<file path="src/hw/rtl/darr_pkg.sv">
// ----------------------------------------------------------------------------
// darr_pkg
// Shared types and constants for the dual converter round-robin poller.
// ----------------------------------------------------------------------------
package darr_pkg;

  // Configuration register map, byte address is 4 * index
  localparam int unsigned CfgAddrW = 5;

  typedef enum logic [2:0] {
    REG_POLL_ENABLE = 3'd0,
    REG_DEV_ADDR_A  = 3'd1,
    REG_DEV_ADDR_B  = 3'd2,
    REG_WAIT_MS     = 3'd3,
    REG_LOW_BYTE    = 3'd4
  } darr_reg_e;

  localparam logic       PollEnableRst = 1'b1;
  localparam logic [6:0] DevAddrARst   = 7'd72;
  localparam logic [6:0] DevAddrBRst   = 7'd73;
  localparam logic [7:0] WaitMsRst     = 8'd8;
  localparam logic [7:0] LowByteRst    = 8'h83;

  typedef struct packed {
    logic       poll_enable;
    logic [6:0] device_address_a;
    logic [6:0] device_address_b;
    logic [7:0] convert_wait_ms;
    logic [7:0] config_low_byte;
  } darr_cfg_t;

  typedef enum logic [1:0] {
    MODE_POLL = 2'd0,
    MODE_DONE = 2'd1,
    MODE_HOST = 2'd2
  } darr_mode_e;

  typedef enum logic [1:0] {
    CMD_CONFIG  = 2'd0,
    CMD_POINTER = 2'd1,
    CMD_READ    = 2'd2
  } darr_cmd_e;

  typedef enum logic [2:0] {
    PH_CONFIG  = 3'd0,
    PH_POINTER = 3'd1,
    PH_WAIT    = 3'd2,
    PH_READ    = 3'd3,
    PH_STORE   = 3'd4
  } darr_phase_e;

  // Config high byte per input channel
  localparam logic [7:0] ChanTable [4] = '{8'hC7, 8'hD7, 8'hE7, 8'hF7};

endpackage

</file>
<file path="src/hw/rtl/darr_if.sv">
// ----------------------------------------------------------------------------
// darr_in_if / darr_out_if
// Valid/ready channels for poller events and poller results.
// ----------------------------------------------------------------------------
interface darr_in_if;
  logic        valid;
  logic        ready;
  logic [1:0]  mode;
  logic [31:0] now_ms;
  logic [15:0] read_data;
  logic        xfer_error;
  logic [2:0]  read_offset;

  modport source (
    output valid, mode, now_ms, read_data, xfer_error, read_offset,
    input  ready
  );
  modport sink (
    input  valid, mode, now_ms, read_data, xfer_error, read_offset,
    output ready
  );
endinterface

interface darr_out_if;
  logic        valid;
  logic        ready;
  logic        cmd_valid;
  logic [1:0]  cmd_kind;
  logic [6:0]  target_address;
  logic [7:0]  channel_byte;
  logic [7:0]  low_config_byte;
  logic [15:0] host_data;
  logic        error_seen;

  modport source (
    output valid, cmd_valid, cmd_kind, target_address, channel_byte,
           low_config_byte, host_data, error_seen,
    input  ready
  );
  modport sink (
    input  valid, cmd_valid, cmd_kind, target_address, channel_byte,
           low_config_byte, host_data, error_seen,
    output ready
  );
endinterface

</file>
<file path="src/hw/rtl/darr_apb_regs.sv">
// ----------------------------------------------------------------------------
// darr_apb_regs
// APB configuration registers of the poller; always ready, no wait states.
// ----------------------------------------------------------------------------
module darr_apb_regs
  import darr_pkg::*;
(
  input  logic                clk_i,
  input  logic                rst_ni,
  input  logic                psel,
  input  logic                penable,
  input  logic                pwrite,
  input  logic [CfgAddrW-1:0] paddr,
  input  logic [31:0]         pwdata,
  output logic [31:0]         prdata,
  output logic                pready,
  output darr_cfg_t           cfg_o
);

  darr_cfg_t cfg_q, cfg_d;
  logic      wr_en;
  darr_reg_e reg_sel;

  assign pready  = 1'b1;
  assign wr_en   = psel & penable & pwrite;
  assign reg_sel = darr_reg_e'(paddr[CfgAddrW-1:2]);

  always_comb begin
    cfg_d = cfg_q;
    if (wr_en) begin
      case (reg_sel)
        REG_POLL_ENABLE: cfg_d.poll_enable      = pwdata[0];
        REG_DEV_ADDR_A:  cfg_d.device_address_a = pwdata[6:0];
        REG_DEV_ADDR_B:  cfg_d.device_address_b = pwdata[6:0];
        REG_WAIT_MS:     cfg_d.convert_wait_ms  = pwdata[7:0];
        REG_LOW_BYTE:    cfg_d.config_low_byte  = pwdata[7:0];
        default:         cfg_d = cfg_q;
      endcase
    end
  end

  always_comb begin
    case (reg_sel)
      REG_POLL_ENABLE: prdata = {31'd0, cfg_q.poll_enable};
      REG_DEV_ADDR_A:  prdata = {25'd0, cfg_q.device_address_a};
      REG_DEV_ADDR_B:  prdata = {25'd0, cfg_q.device_address_b};
      REG_WAIT_MS:     prdata = {24'd0, cfg_q.convert_wait_ms};
      REG_LOW_BYTE:    prdata = {24'd0, cfg_q.config_low_byte};
      default:         prdata = 32'd0;
    endcase
  end

  always_ff @(posedge clk_i or negedge rst_ni) begin
    if (!rst_ni) begin
      cfg_q.poll_enable      <= PollEnableRst;
      cfg_q.device_address_a <= DevAddrARst;
      cfg_q.device_address_b <= DevAddrBRst;
      cfg_q.convert_wait_ms  <= WaitMsRst;
      cfg_q.config_low_byte  <= LowByteRst;
    end else begin
      cfg_q <= cfg_d;
    end
  end

  assign cfg_o = cfg_q;

endmodule

</file>
<file path="src/hw/rtl/dual_adc_round_robin_poller.sv">
// ----------------------------------------------------------------------------
// dual_adc_round_robin_poller
// Round-robin sequencer for two four-input converters with a result cache.
// An accepted input beat is registered and shows as its result beat in the next cycle.
// Throughput: one item per cycle while results are taken; the output register
// frees as its beat is taken, so input ready follows output ready combinationally.
// Reset: config registers take their defaults, sequencer starts in the
// config write phase, cache and error flag clear, output register empties.
// ----------------------------------------------------------------------------
module dual_adc_round_robin_poller
  import darr_pkg::*;
#(
  parameter int unsigned CHANNELS = 4
) (
  input  logic                clk_i,
  input  logic                rst_ni,
  input  logic                psel,
  input  logic                penable,
  input  logic                pwrite,
  input  logic [CfgAddrW-1:0] paddr,
  input  logic [31:0]         pwdata,
  output logic [31:0]         prdata,
  output logic                pready,
  darr_in_if.sink             req_i,
  darr_out_if.source          rsp_o
);

  darr_cfg_t cfg;

  darr_apb_regs u_regs (
    .clk_i   (clk_i),
    .rst_ni  (rst_ni),
    .psel    (psel),
    .penable (penable),
    .pwrite  (pwrite),
    .paddr   (paddr),
    .pwdata  (pwdata),
    .prdata  (prdata),
    .pready  (pready),
    .cfg_o   (cfg)
  );

  // Sequencer state
  darr_phase_e phase_q, phase_d;
  logic        busy_q, busy_d;
  logic        dev_sel_q, dev_sel_d;
  logic [1:0]  chan_q, chan_d;
  logic [31:0] start_q, start_d;
  logic [15:0] rbuf_q, rbuf_d;
  logic        err_q, err_d;
  logic [15:0] cache_q [8];
  logic        cache_we;
  logic [2:0]  cache_waddr;

  // Output register
  logic        out_vld_q;
  logic        cmd_vld_d, cmd_vld_q;
  darr_cmd_e   kind_d, kind_q;
  logic [6:0]  addr_d, addr_q;
  logic [7:0]  chb_d, chb_q;
  logic [7:0]  lowb_d, lowb_q;
  logic [15:0] hdata_d, hdata_q;
  logic        err_out_q;

  logic        fire;
  logic [6:0]  cur_addr;
  logic [31:0] elapsed;
  logic [2:0]  chan_inc;

  assign req_i.ready = ~out_vld_q | rsp_o.ready;
  assign fire        = req_i.valid & req_i.ready;

  assign cur_addr = dev_sel_q ? cfg.device_address_b : cfg.device_address_a;
  assign elapsed  = req_i.now_ms - start_q;
  assign chan_inc = {1'b0, chan_q} + 3'd1;

  always_comb begin
    phase_d     = phase_q;
    busy_d      = busy_q;
    dev_sel_d   = dev_sel_q;
    chan_d      = chan_q;
    start_d     = start_q;
    rbuf_d      = rbuf_q;
    err_d       = err_q;
    cache_we    = 1'b0;
    cache_waddr = {1'b0, chan_q};
    cmd_vld_d   = 1'b0;
    kind_d      = CMD_CONFIG;
    addr_d      = 7'd0;
    chb_d       = 8'd0;
    lowb_d      = 8'd0;
    hdata_d     = 16'd0;

    case (darr_mode_e'(req_i.mode))
      MODE_POLL: begin
        if (cfg.poll_enable && !busy_q) begin
          case (phase_q)
            PH_POINTER: begin
              busy_d    = 1'b1;
              cmd_vld_d = 1'b1;
              kind_d    = CMD_POINTER;
              addr_d    = cur_addr;
              dev_sel_d = ~dev_sel_q;
              if (dev_sel_q) begin
                start_d = req_i.now_ms;
                phase_d = PH_WAIT;
              end
            end
            PH_WAIT: begin
              if (elapsed > {24'd0, cfg.convert_wait_ms}) begin
                phase_d = PH_READ;
              end
            end
            PH_READ: begin
              busy_d    = 1'b1;
              cmd_vld_d = 1'b1;
              kind_d    = CMD_READ;
              addr_d    = cur_addr;
              phase_d   = PH_STORE;
            end
            PH_STORE: begin
              cache_we    = 1'b1;
              cache_waddr = {dev_sel_q, chan_q};
              dev_sel_d   = ~dev_sel_q;
              if (!dev_sel_q) begin
                phase_d = PH_READ;
              end else begin
                // advance to the next channel, wrapping at CHANNELS
                chan_d  = (chan_inc >= 3'(CHANNELS)) ? 2'd0 : chan_inc[1:0];
                phase_d = PH_CONFIG;
              end
            end
            default: begin
              // config write phase; unreachable codes land here as well
              busy_d    = 1'b1;
              cmd_vld_d = 1'b1;
              kind_d    = CMD_CONFIG;
              addr_d    = cur_addr;
              chb_d     = ChanTable[chan_q];
              lowb_d    = cfg.config_low_byte;
              dev_sel_d = ~dev_sel_q;
              phase_d   = dev_sel_q ? PH_POINTER : PH_CONFIG;
            end
          endcase
        end
      end
      MODE_DONE: begin
        busy_d = 1'b0;
        rbuf_d = req_i.read_data;
        err_d  = err_q | req_i.xfer_error;
      end
      MODE_HOST: begin
        hdata_d = cache_q[req_i.read_offset];
      end
      default: begin
        // unused mode: report the error flag only
      end
    endcase
  end

  always_ff @(posedge clk_i or negedge rst_ni) begin
    if (!rst_ni) begin
      phase_q   <= PH_CONFIG;
      busy_q    <= 1'b0;
      dev_sel_q <= 1'b0;
      chan_q    <= 2'd0;
      start_q   <= 32'd0;
      rbuf_q    <= 16'd0;
      err_q     <= 1'b0;
      for (int i = 0; i < 8; i++) begin
        cache_q[i] <= 16'd0;
      end
    end else if (fire) begin
      phase_q   <= phase_d;
      busy_q    <= busy_d;
      dev_sel_q <= dev_sel_d;
      chan_q    <= chan_d;
      start_q   <= start_d;
      rbuf_q    <= rbuf_d;
      err_q     <= err_d;
      if (cache_we) begin
        cache_q[cache_waddr] <= rbuf_q;
      end
    end
  end

  always_ff @(posedge clk_i or negedge rst_ni) begin
    if (!rst_ni) begin
      out_vld_q <= 1'b0;
    end else if (fire) begin
      out_vld_q <= 1'b1;
    end else if (rsp_o.ready) begin
      out_vld_q <= 1'b0;
    end
  end

  // Result payload: load on every accepted beat, hold otherwise
  always_ff @(posedge clk_i) begin
    if (fire) begin
      cmd_vld_q <= cmd_vld_d;
      kind_q    <= kind_d;
      addr_q    <= addr_d;
      chb_q     <= chb_d;
      lowb_q    <= lowb_d;
      hdata_q   <= hdata_d;
      err_out_q <= err_d;
    end
  end

  assign rsp_o.valid           = out_vld_q;
  assign rsp_o.cmd_valid       = cmd_vld_q;
  assign rsp_o.cmd_kind        = kind_q;
  assign rsp_o.target_address  = addr_q;
  assign rsp_o.channel_byte    = chb_q;
  assign rsp_o.low_config_byte = lowb_q;
  assign rsp_o.host_data       = hdata_q;
  assign rsp_o.error_seen      = err_out_q;

endmodule

</file>
<file path="src/flat_wrapper.sv">
// flat-port wrapper written by rule: the top's interface ports become plain ports
module dual_adc_round_robin_poller_flat import darr_pkg::*;
#(
  parameter int unsigned CHANNELS = 4
)
  (clk_i, rst_ni, psel, penable, pwrite, paddr, pwdata, prdata, pready, req_i_valid, req_i_mode, req_i_now_ms, req_i_read_data, req_i_xfer_error, req_i_read_offset, req_i_ready, rsp_o_valid, rsp_o_cmd_valid, rsp_o_cmd_kind, rsp_o_target_address, rsp_o_channel_byte, rsp_o_low_config_byte, rsp_o_host_data, rsp_o_error_seen, rsp_o_ready);
  darr_in_if req_i_i ();
  darr_out_if rsp_o_i ();
  input  logic clk_i;
  input  logic rst_ni;
  input  logic psel;
  input  logic penable;
  input  logic pwrite;
  input  logic [CfgAddrW-1:0] paddr;
  input  logic [31:0] pwdata;
  output logic [31:0] prdata;
  output logic pready;
  input wire logic [$bits(req_i_i.valid)-1:0] req_i_valid;
  input wire logic [$bits(req_i_i.mode)-1:0] req_i_mode;
  input wire logic [$bits(req_i_i.now_ms)-1:0] req_i_now_ms;
  input wire logic [$bits(req_i_i.read_data)-1:0] req_i_read_data;
  input wire logic [$bits(req_i_i.xfer_error)-1:0] req_i_xfer_error;
  input wire logic [$bits(req_i_i.read_offset)-1:0] req_i_read_offset;
  output wire logic [$bits(req_i_i.ready)-1:0] req_i_ready;
  output wire logic [$bits(rsp_o_i.valid)-1:0] rsp_o_valid;
  output wire logic [$bits(rsp_o_i.cmd_valid)-1:0] rsp_o_cmd_valid;
  output wire logic [$bits(rsp_o_i.cmd_kind)-1:0] rsp_o_cmd_kind;
  output wire logic [$bits(rsp_o_i.target_address)-1:0] rsp_o_target_address;
  output wire logic [$bits(rsp_o_i.channel_byte)-1:0] rsp_o_channel_byte;
  output wire logic [$bits(rsp_o_i.low_config_byte)-1:0] rsp_o_low_config_byte;
  output wire logic [$bits(rsp_o_i.host_data)-1:0] rsp_o_host_data;
  output wire logic [$bits(rsp_o_i.error_seen)-1:0] rsp_o_error_seen;
  input wire logic [$bits(rsp_o_i.ready)-1:0] rsp_o_ready;
  assign req_i_i.valid = req_i_valid;
  assign req_i_i.mode = req_i_mode;
  assign req_i_i.now_ms = req_i_now_ms;
  assign req_i_i.read_data = req_i_read_data;
  assign req_i_i.xfer_error = req_i_xfer_error;
  assign req_i_i.read_offset = req_i_read_offset;
  assign req_i_ready = req_i_i.ready;
  assign rsp_o_valid = rsp_o_i.valid;
  assign rsp_o_cmd_valid = rsp_o_i.cmd_valid;
  assign rsp_o_cmd_kind = rsp_o_i.cmd_kind;
  assign rsp_o_target_address = rsp_o_i.target_address;
  assign rsp_o_channel_byte = rsp_o_i.channel_byte;
  assign rsp_o_low_config_byte = rsp_o_i.low_config_byte;
  assign rsp_o_host_data = rsp_o_i.host_data;
  assign rsp_o_error_seen = rsp_o_i.error_seen;
  assign rsp_o_i.ready = rsp_o_ready;
  dual_adc_round_robin_poller #(.CHANNELS(CHANNELS)) u_core (.clk_i(clk_i), .rst_ni(rst_ni), .psel(psel), .penable(penable), .pwrite(pwrite), .paddr(paddr), .pwdata(pwdata), .prdata(prdata), .pready(pready), .req_i(req_i_i), .rsp_o(rsp_o_i));
endmodule
</file>
<file path="config.mk">
export PLATFORM = sky130hd
export DESIGN_NAME = dual_adc_round_robin_poller_flat
export DESIGN_NICKNAME = d
export VERILOG_FILES = /design/src/hw/rtl/darr_pkg.sv /design/src/hw/rtl/darr_if.sv /design/src/hw/rtl/darr_apb_regs.sv /design/src/hw/rtl/dual_adc_round_robin_poller.sv /design/src/flat_wrapper.sv
export SDC_FILE = /design/constraint.sdc
export NUM_CORES = 1
export LEC_CHECK = 0
export ABC_CLOCK_PERIOD_IN_PS = 4000
export BUFFER_PORTS_ARGS = -buffer_cell sky130_fd_sc_hd__buf_2
export CORE_MARGIN = 2
export CORE_UTILIZATION = 58
export DETAILED_ROUTE_END_ITERATION = 10
export PLACE_DENSITY = 0.8
export SYNTH_ARGS = -nofsm -noshare
export SYNTH_HDL_FRONTEND = slang
export SYNTH_SLANG_ARGS = --single-unit
export TNS_END_PERCENT = 100
</file>
<file path="constraint.sdc">
create_clock -name clk_i -period 4 [get_ports clk_i]
set_input_delay 0.4 -clock clk_i [delete_from_list [all_inputs] [get_ports clk_i]]
set_output_delay 0.4 -clock clk_i [all_outputs]
set_load 0.01 [all_outputs]
</file>
==> flow_summary.json, run 1 <==
{
  "slowest_stage": "dfrtp_1",
  "std_cell_rows": 55,
  "syn_area_um2": 13400,
  "ys_types": 73,
  "tritoncts": "yes",
  "fin_crit_ns": 3.92,
  "p_per_area_nw_per_um2": 400,
  "portBuffers": 123,
  "cap_violations": 0,
  "routed-via-count": 9305,
  "grt_usage_pct": 25.0,
  "yosys_warnings": 0,
  "insertion_delay_ns": 0.55,
  "synth_top_area_cell": "dfrtp_1",
  "endpoint_kind": "flop",
  "max-vdd-ir-drop_mv": 0.334,
  "max_freq_ghz": 0.255,
  "place_ws_ns": -0.0122,
  "yosysSeqAreaShare_pct": 49.0,
  "start_util_pct": 59.1,
  "place_hpwl_um": 19900,
  "core-area_um2": 22600,
  "crit_chain": "inv_2, ha_4, nor2b_4, o2111a_1, or2_1, a21o_1, a21oi_2, xnor2_1, ha_1, nand4_1, nor2b_1, a221o_1, nor4_2, nand4_1, nor4_1, and4_2, nor3_4, mux2_4",
  "slowest_delay_ns": 0.40,
  "synthTopCellsByCount": "dfrtp_1, mux2_1, nand2_1, mux2_2, nor2_1",
  "rsz0062_at_grt": "true",
  "cts-root-buf": "clkbuf_16",
  "n_antenna_cell": 0,
  "required_ns": 4.42,
  "status": "finished, final reports clean",
  "ios": 176,
  "ys.flop_type": "dfrtp_1",
  "htree_num_levels": 1,
  "finalHoldViolCount": 0,
  "overflow": 0,
  "crit_path_start_kind": "flop",
  "synthArstFlopShare_pct": 85.0,
  "drtAntennaViolNets": 0,
  "tightest_slew_ns": 1.20,
  "synthToLayoutAreaGrowth_pct": 13.9,
  "cp.arrival_ns": 4.34,
  "placedCellCount": 1504,
  "die_y_um": 156,
  "synthCells": 1135,
  "clk_pin_slew_ns": 0.07,
  "slew_headroom_pct": 19.8,
  "cts_made_buffers": 26,
  "antenna_found_initial": 0,
  "rrSetupSlack_ns": 0.08,
  "drtPass1Iterations": 5,
  "synth.most_common_cell": "dfrtp_1",
  "globalplace.congestion": 0.908,
  "hold_path.class": "in -> reg",
  "fin_skew_ns": 0.0199,
  "fin_cells": 1559,
  "clock_sinks": 254,
  "fin_util_pct": 67.4,
  "cp_max_fo": 2,
  "synth.area.top_cells": "dfrtp_1, mux2_1, edfxtp_1, mux4_2, mux2_2",
  "routed_wl_um": 30000,
  "nets": 1393,
  "clockBufferDepth": 3,
  "n_fill_cell": 1636,
  "drive_above_1_share_pct": 25.4,
  "grt_start_max_net_pins": 94,
  "die_area_um2": 24300,
  "drt_iter0_markers": 585,
  "maxSlewViolCount": 0,
  "cellLeakagePower_nw": 7.50,
  "synth_top_cell_area_share_pct": 38.5,
  "worstSetupPathType": "reg -> reg",
  "crit_top_cell": "nand4_1",
  "fin_ws_ns": 0.0780,
  "avgSynthCellArea_um2": 11.8,
  "fp.dieW_um": 156,
  "ys_ff_latch": 254,
  "whs_ns": 0.0653,
  "viasPerCell": 5.97,
  "grt_pass1_wl_um": 48500,
  "timing.final.crit_share_pct": 98.1,
  "grt_pass1_vias": 9453,
  "synth_edf_count": 38,
  "setup_violations": 0,
  "drc": 0,
  "wire_per_inst_um": 19.3,
  "power_mw": 6.10
}
-- routing by layer --
layer	vias to the layer above	GRT usage (%)	wire [um]
met2	243	43.6	15000
li1	4317	-	-
met4	0	7.95	827
met5	-	0	0
met3	54	3.14	1430
met1	4691	32.9	12800
-- area by class of cell --
| type | count | area (um2) | share of cell area (%) |
|---|---|---|---|
| Sequential cell | 254 | 6560 | 43.0 |
| Multi-Input combinational cell | 765 | 6340 | 41.6 |
| Timing Repair Buffer | 155 | 900 | 5.90 |
| Clock buffer | 35 | 704 | 4.62 |
| Tap cell | 285 | 357 | 2.34 |
| Clock inverter | 13 | 199 | 1.30 |
| Inverter | 52 | 195 | 1.28 |
-- cells in the final DEF (no fill, tap or decap), types with 8 or more instances in the layout --
cell	synthesis	routed
clkbuf_16	0	26
a21o_1	27	27
xnor2_1	11	11
a22oi_1	8	8
dfstp_2	10	10
and2_1	15	15
inv_1	50	47
edfxtp_1	38	38
a31oi_1	9	9
a21oi_1	35	34
nor3_1	11	10
conb_1	2	26
o22ai_1	9	9
nand2_1	77	77
o21ai_0	46	46
nand4_1	15	15
o21ai_1	8	8
mux2_1	110	110
nand2b_1	8	8
mux4_2	32	32
mux2_2	62	62
mux2i_1	32	32
nand3_1	16	16
ha_1	40	38
buf_2	7	122
nor2_1	58	58
dfrtp_1	206	206
buf_4	30	27
and3_1	12	11
-- final timing paths --
| path | from | to | cells past startpoint |
|---|---|---|---|
| max | u_core.start_q[1] | u_core.phase_q[2] | 18 |
| min | req_i_valid | u_core.rsp_o.valid | 2 |
| max reg2reg | u_core.start_q[1] | u_core.phase_q[2] | 18 |
| min reg2reg | u_core.err_q | u_core.err_q | 1 |
| max in group asynchronous | rst_ni | u_core.rbuf_q[3] | 3 |
| min in group asynchronous | rst_ni | u_core.rsp_o.valid | 2 |
-- metrics by stage --
| stage | instance area [um2] | setup TNS (ns) |
|---|---|---|
| floorplan | 13500 | 0 |
| global placement | 14200 | -0.0246 |
| detailed placement | 14200 | -0.0122 |
| CTS | 15100 | 0 |
| global route | 15300 | -0.108 |
| finish | 15300 | 0 |
-- state kept, by name, indices dropped and copies added, names as in the netlist --
name                          cells
u_core.busy_q                     1
u_core.cache_q                  128
u_core.chan_q                     2
u_core.dev_sel_q                  1
u_core.err_q                      1
u_core.phase_q                    3
u_core.rbuf_q                    16
u_core.rsp_o.channel_byte         3
u_core.rsp_o.cmd_kind             2
u_core.rsp_o.cmd_valid            1
u_core.rsp_o.error_seen           1
u_core.rsp_o.host_data           16
u_core.rsp_o.low_config_byte      8
u_core.rsp_o.target_address       7
u_core.rsp_o.valid                1
u_core.start_q                   32
u_core.u_regs.cfg_o              31
-- cell families after synthesis --
group | Yosys count | synth area share [%]
flip-flops | 254 | 49.0
AND/OR/NAND/NOR | 249 | 9.23
multiplexers | 237 | 22.4
AO/OA/AOI/OAI | 196 | 9.56
buffers and inverters | 140 | 4.89
adder cells (fa/ha/maj) | 41 | 3.89
XOR/XNOR | 16 | 1.05
other | 2 | 0.0561
-- worst max-delay path: cells and delay by family, from the launching register on --
family / cells / cell delay (ns)
compound gates: 4 / 0.91
xor+xnor: 1 / 0.13
mux: 1 / 0.30
flops: 1 / 0.40
fa+ha+maj: 2 / 0.45
buf+inv: 1 / 0.08
simple gates: 9 / 1.53
-- what timing repair did --
item                                    4_1_cts  5_1_grt
hold buffers                                  1        0
hold endpoints to repair                     62        0
resized for setup                             0       17
setup buffers                                 0        6
endpoints found under the setup margin        0        2
-- power breakdown --
| group | internal [mW] | switching, mW | total (mW) |
|---|---|---|---|
| clock network | 1.51 | 1.03 | 2.54 |
| registers | 2.77 | 0.162 | 2.93 |
| logic | 0.280 | 0.351 | 0.630 |
(Power assumes the default switching activity.)
==> run 2, diff against run 1 <==
--- a/config.mk
+++ b/config.mk
@@ -5,12 +5,13 @@
 export SDC_FILE = /design/constraint.sdc
 export NUM_CORES = 1
 export LEC_CHECK = 0
+export ABC_AREA = 1
 export ABC_CLOCK_PERIOD_IN_PS = 4000
-export BUFFER_PORTS_ARGS = -buffer_cell sky130_fd_sc_hd__buf_2
+export BUFFER_PORTS_ARGS = -buffer_cell sky130_fd_sc_hd__buf_4
 export CORE_MARGIN = 2
-export CORE_UTILIZATION = 58
+export CORE_UTILIZATION = 59
 export DETAILED_ROUTE_END_ITERATION = 10
-export PLACE_DENSITY = 0.8
+export PLACE_DENSITY = 0.81
 export SYNTH_ARGS = -nofsm -noshare
 export SYNTH_HDL_FRONTEND = slang
 export SYNTH_SLANG_ARGS = --single-unit
==> run 2 against run 1 <==
  * The run now ends with hold timing left
  * Sequential share of layout area shrank 0.62 points
  * Utilization grew 1.2 points
  * Worst setup slack gained 0.92 ns
  * Via count grew 23%
  * Critical path depth grew 4
  * Critical path type unchanged
==> flow_summary.json, run 2 <==
{
  "status": "complete, but fails checks",
  "violations": "hold timing",
  "slowest_delay_ns": 0.41,
  "avgSynthCellArea_um2": 8.03,
  "largest_reg_flops": 128,
  "synth_edf_count": 38,
  "tritoncts": "yes",
  "synth_top_area_cell": "dfrtp_1",
  "routed_wl_um": 31500,
  "timing.final.crit_share_pct": 75.1,
  "drc": 0,
  "route.met2.wl_um": 14500,
  "top_register": "u_core.cache_q",
  "synthTopCellsByCount": "nand2_1, o21ai_0, dfrtp_1, inv_1, nor2_1",
  "synthToLayoutAreaGrowth_pct": 14.6,
  "drt_iter0_markers": 920,
  "ctsHoldBuffers": 0,
  "synth.area.top_cells": "dfrtp_1, nand2_1, o21ai_0, edfxtp_1, inv_1",
  "synthAdderAreaFrac_pct": 3.85,
  "fin_cells": 2086,
  "clockBufferDepth": 3,
  "syn_area_um2": 13500,
  "synthMuxAreaShare_pct": 2.58,
  "grt_pass1_vias": 10800,
  "power_mw": 7.61,
  "finalHoldViolCount": 16,
  "n_antenna_cell": 0,
  "cellLeakagePower_nw": 7.56,
  "synth-simple-area-share_pct": 20.8,
  "ys_ff_latch": 254,
  "rsz0062_at_grt": "false",
  "nets": 1918,
  "wire_per_inst_um": 15.1,
  "overflow": 0,
  "setup_tns_ns": 0,
  "hold_path.class": "in -> async",
  "rrSetupSlack_ns": 0.99,
  "htree_num_levels": 1,
  "std_cell_rows": 55,
  "crit_path_start_kind": "flop",
  "clk_pin_slew_ns": 0.06,
  "timing.rr.start": "u_core.start_q[0]",
  "drive_above_1_share_pct": 14.8,
  "fin_util_pct": 68.6,
  "synth_compound_area_share_pct": 14.3,
  "die_area_um2": 24100,
  "place_hpwl_um": 21200,
  "path_buf_inv": 1,
  "synth_top_family_by_area": "simple AND/OR/NAND/NOR gates",
  "final_cell_mix": "nand2_1, o21ai_0, dfrtp_1, inv_1, nor2_1",
  "insertion_delay_ns": 0.56,
  "required_ns": 4.48,
  "grt_usage_pct": 26.4,
  "worstRegToRegCells": 22,
  "yosysSeqAreaShare_pct": 48.5,
  "fp.dieW_um": 155,
  "start_util_pct": 59.9,
  "cp.arrival_ns": 3.49,
  "cts_resized": 0,
  "cts_made_buffers": 28,
  "drtPass1Iterations": 6,
  "cp_max_fo": 4,
  "top_layer_used": "met4",
  "n_fill_cell": 1858,
  "mostFrequentLayoutCell": "nand2_1",
  "yosys.area_share.xor_xnor_pct": 0.908,
  "grt_pass1_wl_um": 52300,
  "grt_start_max_net_pins": 122,
  "synthArstFlopShare_pct": 85.0,
  "globalplace.congestion": 0.925,
  "cts-root-buf": "clkbuf_16",
  "rr_endpoint": "u_core.phase_q[1]",
  "portBuffers": 123,
  "p_per_area_nw_per_um2": 492,
  "slowest_stage": "fa_1",
  "yosys_warnings": 0,
  "ys.flop_type": "dfrtp_1",
  "cap_violations": 0,
  "synth.most_common_cell": "nand2_1",
  "endpoint_kind": "flop",
  "worstSetupPathType": "reg -> reg",
  "die_y_um": 155,
  "cp_top_family": "simple AND/OR/NAND/NOR gates",
  "drtAntennaViolNets": 0,
  "ys_types": 44,
  "synthCells": 1682,
  "max_freq_ghz": 0.333,
  "cts_setup_buffers": 0,
  "dr_wl_met3_um": 2170,
  "placedCellCount": 2034,
  "slew_headroom_pct": 20.6,
  "setup_violations": 0,
  "ios": 176,
  "antenna_found_initial": 0,
  "fin_skew_ns": 0.0241,
  "core-area_um2": 22600,
  "fin_crit_ns": 3.01,
  "tightest_slew_ns": 1.19,
  "wirelength_met1_um": 14200,
  "crit_top_cell": "nand2_1",
  "max-vdd-ir-drop_mv": 0.363,
  "crit_chain": "ha_1, fa_1, inv_1, nand2_1, nand2_1, nand2_1, xnor2_1, ha_1, nand2_1, nor2_1, nand4_1, nand2_1, nand2_1, nor2_1, nand2_1, nor2_1, nand3_1, nor2_2, nand2_2, nand2_2, nand2_1, nand2_1",
  "setup.worst_path.start": "u_core.start_q[0]",
  "whs_ns": -0.0211,
  "maxSlewViolCount": 0,
  "routed-via-count": 11400,
  "clock_sinks": 254,
  "synth_top_cell_area_share_pct": 38.2,
  "viasPerCell": 5.48
}
-- run 2: cell count changes after synthesis, moves of 31 or more --
cell,delta
mux2_2,-31
mux2i_1,-32
mux2_1,-110
o21ai_0,+215
nor2_1,+115
inv_1,+145
nand2_1,+346
mux4_2,-32
-- run 2: cell families (layout without fill, tap and decap cells) --
logic type | after synthesis | count (layout)
simple gates | 690 | 690
compound gates | 360 | 360
buf+inv | 290 | 385
flops | 254 | 254
fa+ha+maj | 41 | 41
mux | 31 | 31
xor+xnor | 14 | 14
other cells | 2 | 26
-- run 2: worst max-delay path by stage --
stage | slack, ns | depth (start not counted) | endpoint
after floorplan | 1.33 | 22 | u_core.phase_q[0]
after global placement | 0.92 | 23 | u_core.phase_q[0]
after detailed placement | 0.84 | 24 | u_core.phase_q[0]
after CTS | 1.0 | 22 | u_core.phase_q[0]
after global routing | 0.68 | 22 | u_core.phase_q[0]
final | 0.99 | 22 | u_core.phase_q[1]
-- run 2: worst register-to-register path: stages, from the launching register on --
cell     delay (ns)
dfrtp_1        0.38
ha_1           0.22
fa_1           0.41
inv_1          0.12
nand2_1        0.07
nand2_1        0.09
nand2_1        0.07
xnor2_1        0.13
ha_1           0.28
nand2_1        0.04
nor2_1         0.14
nand4_1        0.12
nand2_1        0.11
nand2_1        0.06
nor2_1         0.10
nand2_1        0.06
nor2_1         0.08
nand3_1        0.08
nor2_2         0.10
nand2_2        0.09
nand2_2        0.09
nand2_1        0.06
nand2_1        0.06
-- run 2: where the power goes --
| part | internal, mW | total, mW | switching, mW |
|---|---|---|---|
| logic | 0.724 | 1.99 | 1.27 |
| registers | 2.86 | 2.99 | 0.132 |
| clock network | 1.56 | 2.63 | 1.07 |
| total | 5.14 | 7.61 | 2.47 |
-- run 2: metal layers --
layer,GRT usage [%],up-vias
met1,37.9,5385
met5,0,-
li1,-,5578
met4,7.30,0
met3,3.37,50
met2,42.5,426
-- run 2: cell type report --
| class | count | area (um2) | share of cell area [%] |
|---|---|---|---|
| Clock buffer | 39 | 812 | 5.25 |
| Clock inverter | 13 | 151 | 0.978 |
| Inverter | 199 | 747 | 4.83 |
| Multi-Input combinational cell | 1162 | 5830 | 37.7 |
| Sequential cell | 254 | 6560 | 42.4 |
| Tap cell | 285 | 357 | 2.30 |
| Timing Repair Buffer | 134 | 1020 | 6.62 |
-- run 2: through the flow --
step	instance area [um2]	setup WS (ns)
2_1_floorplan	13600	1.33
3_3_place_gp	14500	0.918
3_5_place_dp	14500	0.836
4_1_cts	15500	0.995
5_1_grt	15500	0.683
6_report	15500	0.995
==> run 3, diff against run 2 <==
--- a/config.mk
+++ b/config.mk
@@ -5,13 +5,13 @@
 export SDC_FILE = /design/constraint.sdc
 export NUM_CORES = 1
 export LEC_CHECK = 0
-export ABC_AREA = 1
-export ABC_CLOCK_PERIOD_IN_PS = 4000
+export ABC_AREA = 0
+export ABC_CLOCK_PERIOD_IN_PS = 2480
 export BUFFER_PORTS_ARGS = -buffer_cell sky130_fd_sc_hd__buf_4
 export CORE_MARGIN = 2
-export CORE_UTILIZATION = 59
+export CORE_UTILIZATION = 53
 export DETAILED_ROUTE_END_ITERATION = 10
-export PLACE_DENSITY = 0.81
+export PLACE_DENSITY = 0.77
 export SYNTH_ARGS = -nofsm -noshare
 export SYNTH_HDL_FRONTEND = slang
 export SYNTH_SLANG_ARGS = --single-unit
==> constraint.sdc (replaced) <==
create_clock -name clk_i -period 2.48 [get_ports clk_i]
set_input_delay 0.248 -clock clk_i [delete_from_list [all_inputs] [get_ports clk_i]]
set_output_delay 0.248 -clock clk_i [all_outputs]
set_load 0.01 [all_outputs]
==> run 3 against run 2 <==
  * The run ends with setup timing left
  * Worst setup slack worse by 2.5 ns
  * Clock skew is 0.0036 ns lower
  * Routed wire length is 9.6% higher
  * Global-route usage is 0.69 points lower
  * Final area is 13% higher
  * Die area is 10% higher
  * Clock power is 60% higher
  * Via count is 9.9% lower
  * Cell count is 13% lower
==> flow_summary.json, run 3 (same netlist as run 1, synthesis figures left out) <==
{
  "status": "complete, but fails checks",
  "violations": "setup timing",
  "setup.worst_path.start": "u_core.start_q[0]",
  "cap_violations": 0,
  "cellLeakagePower_nw": 8.63,
  "die_y_um": 163,
  "overflow": 0,
  "fin_ws_ns": -1.46,
  "slowest_delay_ns": 0.43,
  "fin_crit_ns": 3.94,
  "routed_wl_um": 34500,
  "die_area_um2": 26600,
  "cp.arrival_ns": 4.37,
  "clockBufferDepth": 3,
  "std_cell_rows": 58,
  "drtPass1Iterations": 6,
  "worstHoldStart": "rsp_o_ready",
  "setup_violations": 3,
  "core-area_um2": 25000,
  "cp_max_fo": 3,
  "insertion_delay_ns": 0.56,
  "timing.rr.start": "u_core.start_q[0]",
  "wire_per_inst_um": 19.0,
  "switching_share_pct": 25.2,
  "largest_reg_flops": 128,
  "tightest_slew_ns": 0.782,
  "drtAntennaViolNets": 0,
  "whs_ns": 0.0319,
  "grt_usage_pct": 25.7,
  "max_freq_ghz": 0.254,
  "seqPwrFrac_pct": 45.6,
  "clock_sinks": 254,
  "slew_headroom_pct": 47.9,
  "hold_path.class": "in -> reg",
  "pwr-share-clk_pct": 41.0,
  "worstSetupPathType": "reg -> reg",
  "timing.final.crit_share_pct": 159,
  "grt_pass1_wl_um": 53800,
  "maxSlewViolCount": 0,
  "cts-root-buf": "clkbuf_16",
  "crit_chain": "ha_1, fa_1, nor2b_2, o2111ai_1, a21boi_2, nor2_1, ha_1, nand4_1, nor2b_1, a221o_1, nor4_2, nand4_1, nor4_1, and4_2, nor3_4, mux2_4",
  "final_cell_mix": "buf_4, dfrtp_1, mux2_1, nand2_1, mux2_2",
  "crit_path_start_kind": "flop",
  "fp.dieW_um": 163,
  "drive_above_1_share_pct": 32.3,
  "top_register": "u_core.cache_q",
  "rsz0062_at_grt": "true",
  "p_int_mw": 7.71,
  "path_buf_inv": 0,
  "ios": 176,
  "power_switching_mw": 2.60,
  "drc": 0,
  "nets": 1603,
  "place_hpwl_um": 22300,
  "power_mw": 10.3,
  "fin_skew_ns": 0.0205,
  "drt_iter0_markers": 725,
  "cts_made_buffers": 27,
  "portBuffers": 123,
  "start_util_pct": 53.6,
  "grt_start_max_net_pins": 91,
  "grt_pass1_vias": 10300,
  "slowest_stage": "fa_1",
  "finalHoldViolCount": 0,
  "htree_num_levels": 1,
  "tritoncts": "yes",
  "synthToLayoutAreaGrowth_pct": 30.8,
  "globalplace.congestion": 0.899,
  "clk_pin_slew_ns": 0.07,
  "routed-via-count": 10300,
  "antenna_found_initial": 1,
  "required_ns": 2.92,
  "viasPerCell": 5.68,
  "power_frac_comb_pct": 13.5,
  "cp_top_family": "simple AND/OR/NAND/NOR gates",
  "max-vdd-ir-drop_mv": 0.594,
  "endpoint_kind": "flop",
  "p_per_area_nw_per_um2": 589,
  "mostFrequentLayoutCell": "buf_4"
}
## run 3: changes by cell type in the layout (fill, tap and decap cells not counted), moves of 19 or more
cell	change
nand2_1	-347
o21ai_0	-215
buf_4	+159
inv_1	-147
nor2_1	-117
mux2_1	+110
dlygate4sd3_1	+59
mux2i_1	+32
mux4_2	+32
mux2_2	+31
a21o_1	+27
nand2_2	-19
nand3_1	-19
## run 3: repair_timing
item,in CTS,in global routing
pin swaps,8,6
endpoints found under the hold margin,159,1
setup endpoints to repair,65,113
hold buffers,58,1
setup buffers,8,4
cloned,0,1
resized for setup,9,8
## run 3: power groups by stage
stage	clock network [mW]	logic (mW)	registers, mW
global placement	0	1.25	4.75
global route	4.45	1.52	4.73
CTS	4.27	1.38	4.69
detailed placement	0	1.28	4.77
finish	4.22	1.39	4.70
floorplan	0	0.696	4.70
## run 3: worst reg2reg max path: stages, from the launching register on
cell and delay (ns):
dfrtp_1 0.39, ha_1 0.25, fa_1 0.43, nor2b_2 0.16
o2111ai_1 0.20, a21boi_2 0.22, nor2_1 0.08, ha_1 0.29
nand4_1 0.12, nor2b_1 0.06, a221o_1 0.31, nor4_2 0.23
nand4_1 0.13, nor4_1 0.28, and4_2 0.31, nor3_4 0.05
mux2_4 0.32
## run 3: cell type report
cell class                      instances  area (um2)
Tap cell                              330         413
Timing Repair Buffer                  364        3050
Clock inverter                          9         138
Fill cell                            1714        7450
Inverter                               52         195
Multi-Input combinational cell        765        6360
Antenna cell                            1        2.50
Sequential cell                       254        6560
Clock buffer                           40         795
## run 3: final timing paths
check	slack [ns]	endpoint	cells after the start
setup / recovery	-1.46	u_core.phase_q[2]	16
max in group asynchronous	1.37	u_core.cache_q[24]	3
hold / removal	0.03	u_core.rsp_o.valid	3
setup reg to reg	-1.46	u_core.phase_q[2]	16
hold reg to reg	0.47	u_core.err_q	1
min in group asynchronous	0.35	u_core.u_regs.cfg_o[9]	2
## run 3: layer usage
layer / wire length [um] / global-route usage [%] / vias up
met4: 1060 / 8.00 / 0
met3: 1720 / 3.06 / 75
li1: - / - / 4729
met5: 0 / 0 / -
met2: 17100 / 43.6 / 347
met1: 14600 / 34.7 / 5158
## run 3: stage by stage
| step | TNS, ns | utilization, % | std cells | cell area (um2) | worst slack, ns |
|---|---|---|---|---|---|
| global route | -4.60 | 70.1 | 1815 | 17500 | -1.60 |
| floorplan | -22.44 | - | 1159 | 13500 | -1.15 |
| global placement | -3.65 | 63.3 | 1693 | 15800 | -1.29 |
| detailed placement | -3.99 | 63.3 | 1693 | 15800 | -1.40 |
| finish | -4.14 | 70.1 | 1815 | 17500 | -1.46 |
| CTS | -3.92 | 69.7 | 1808 | 17400 | -1.38 |
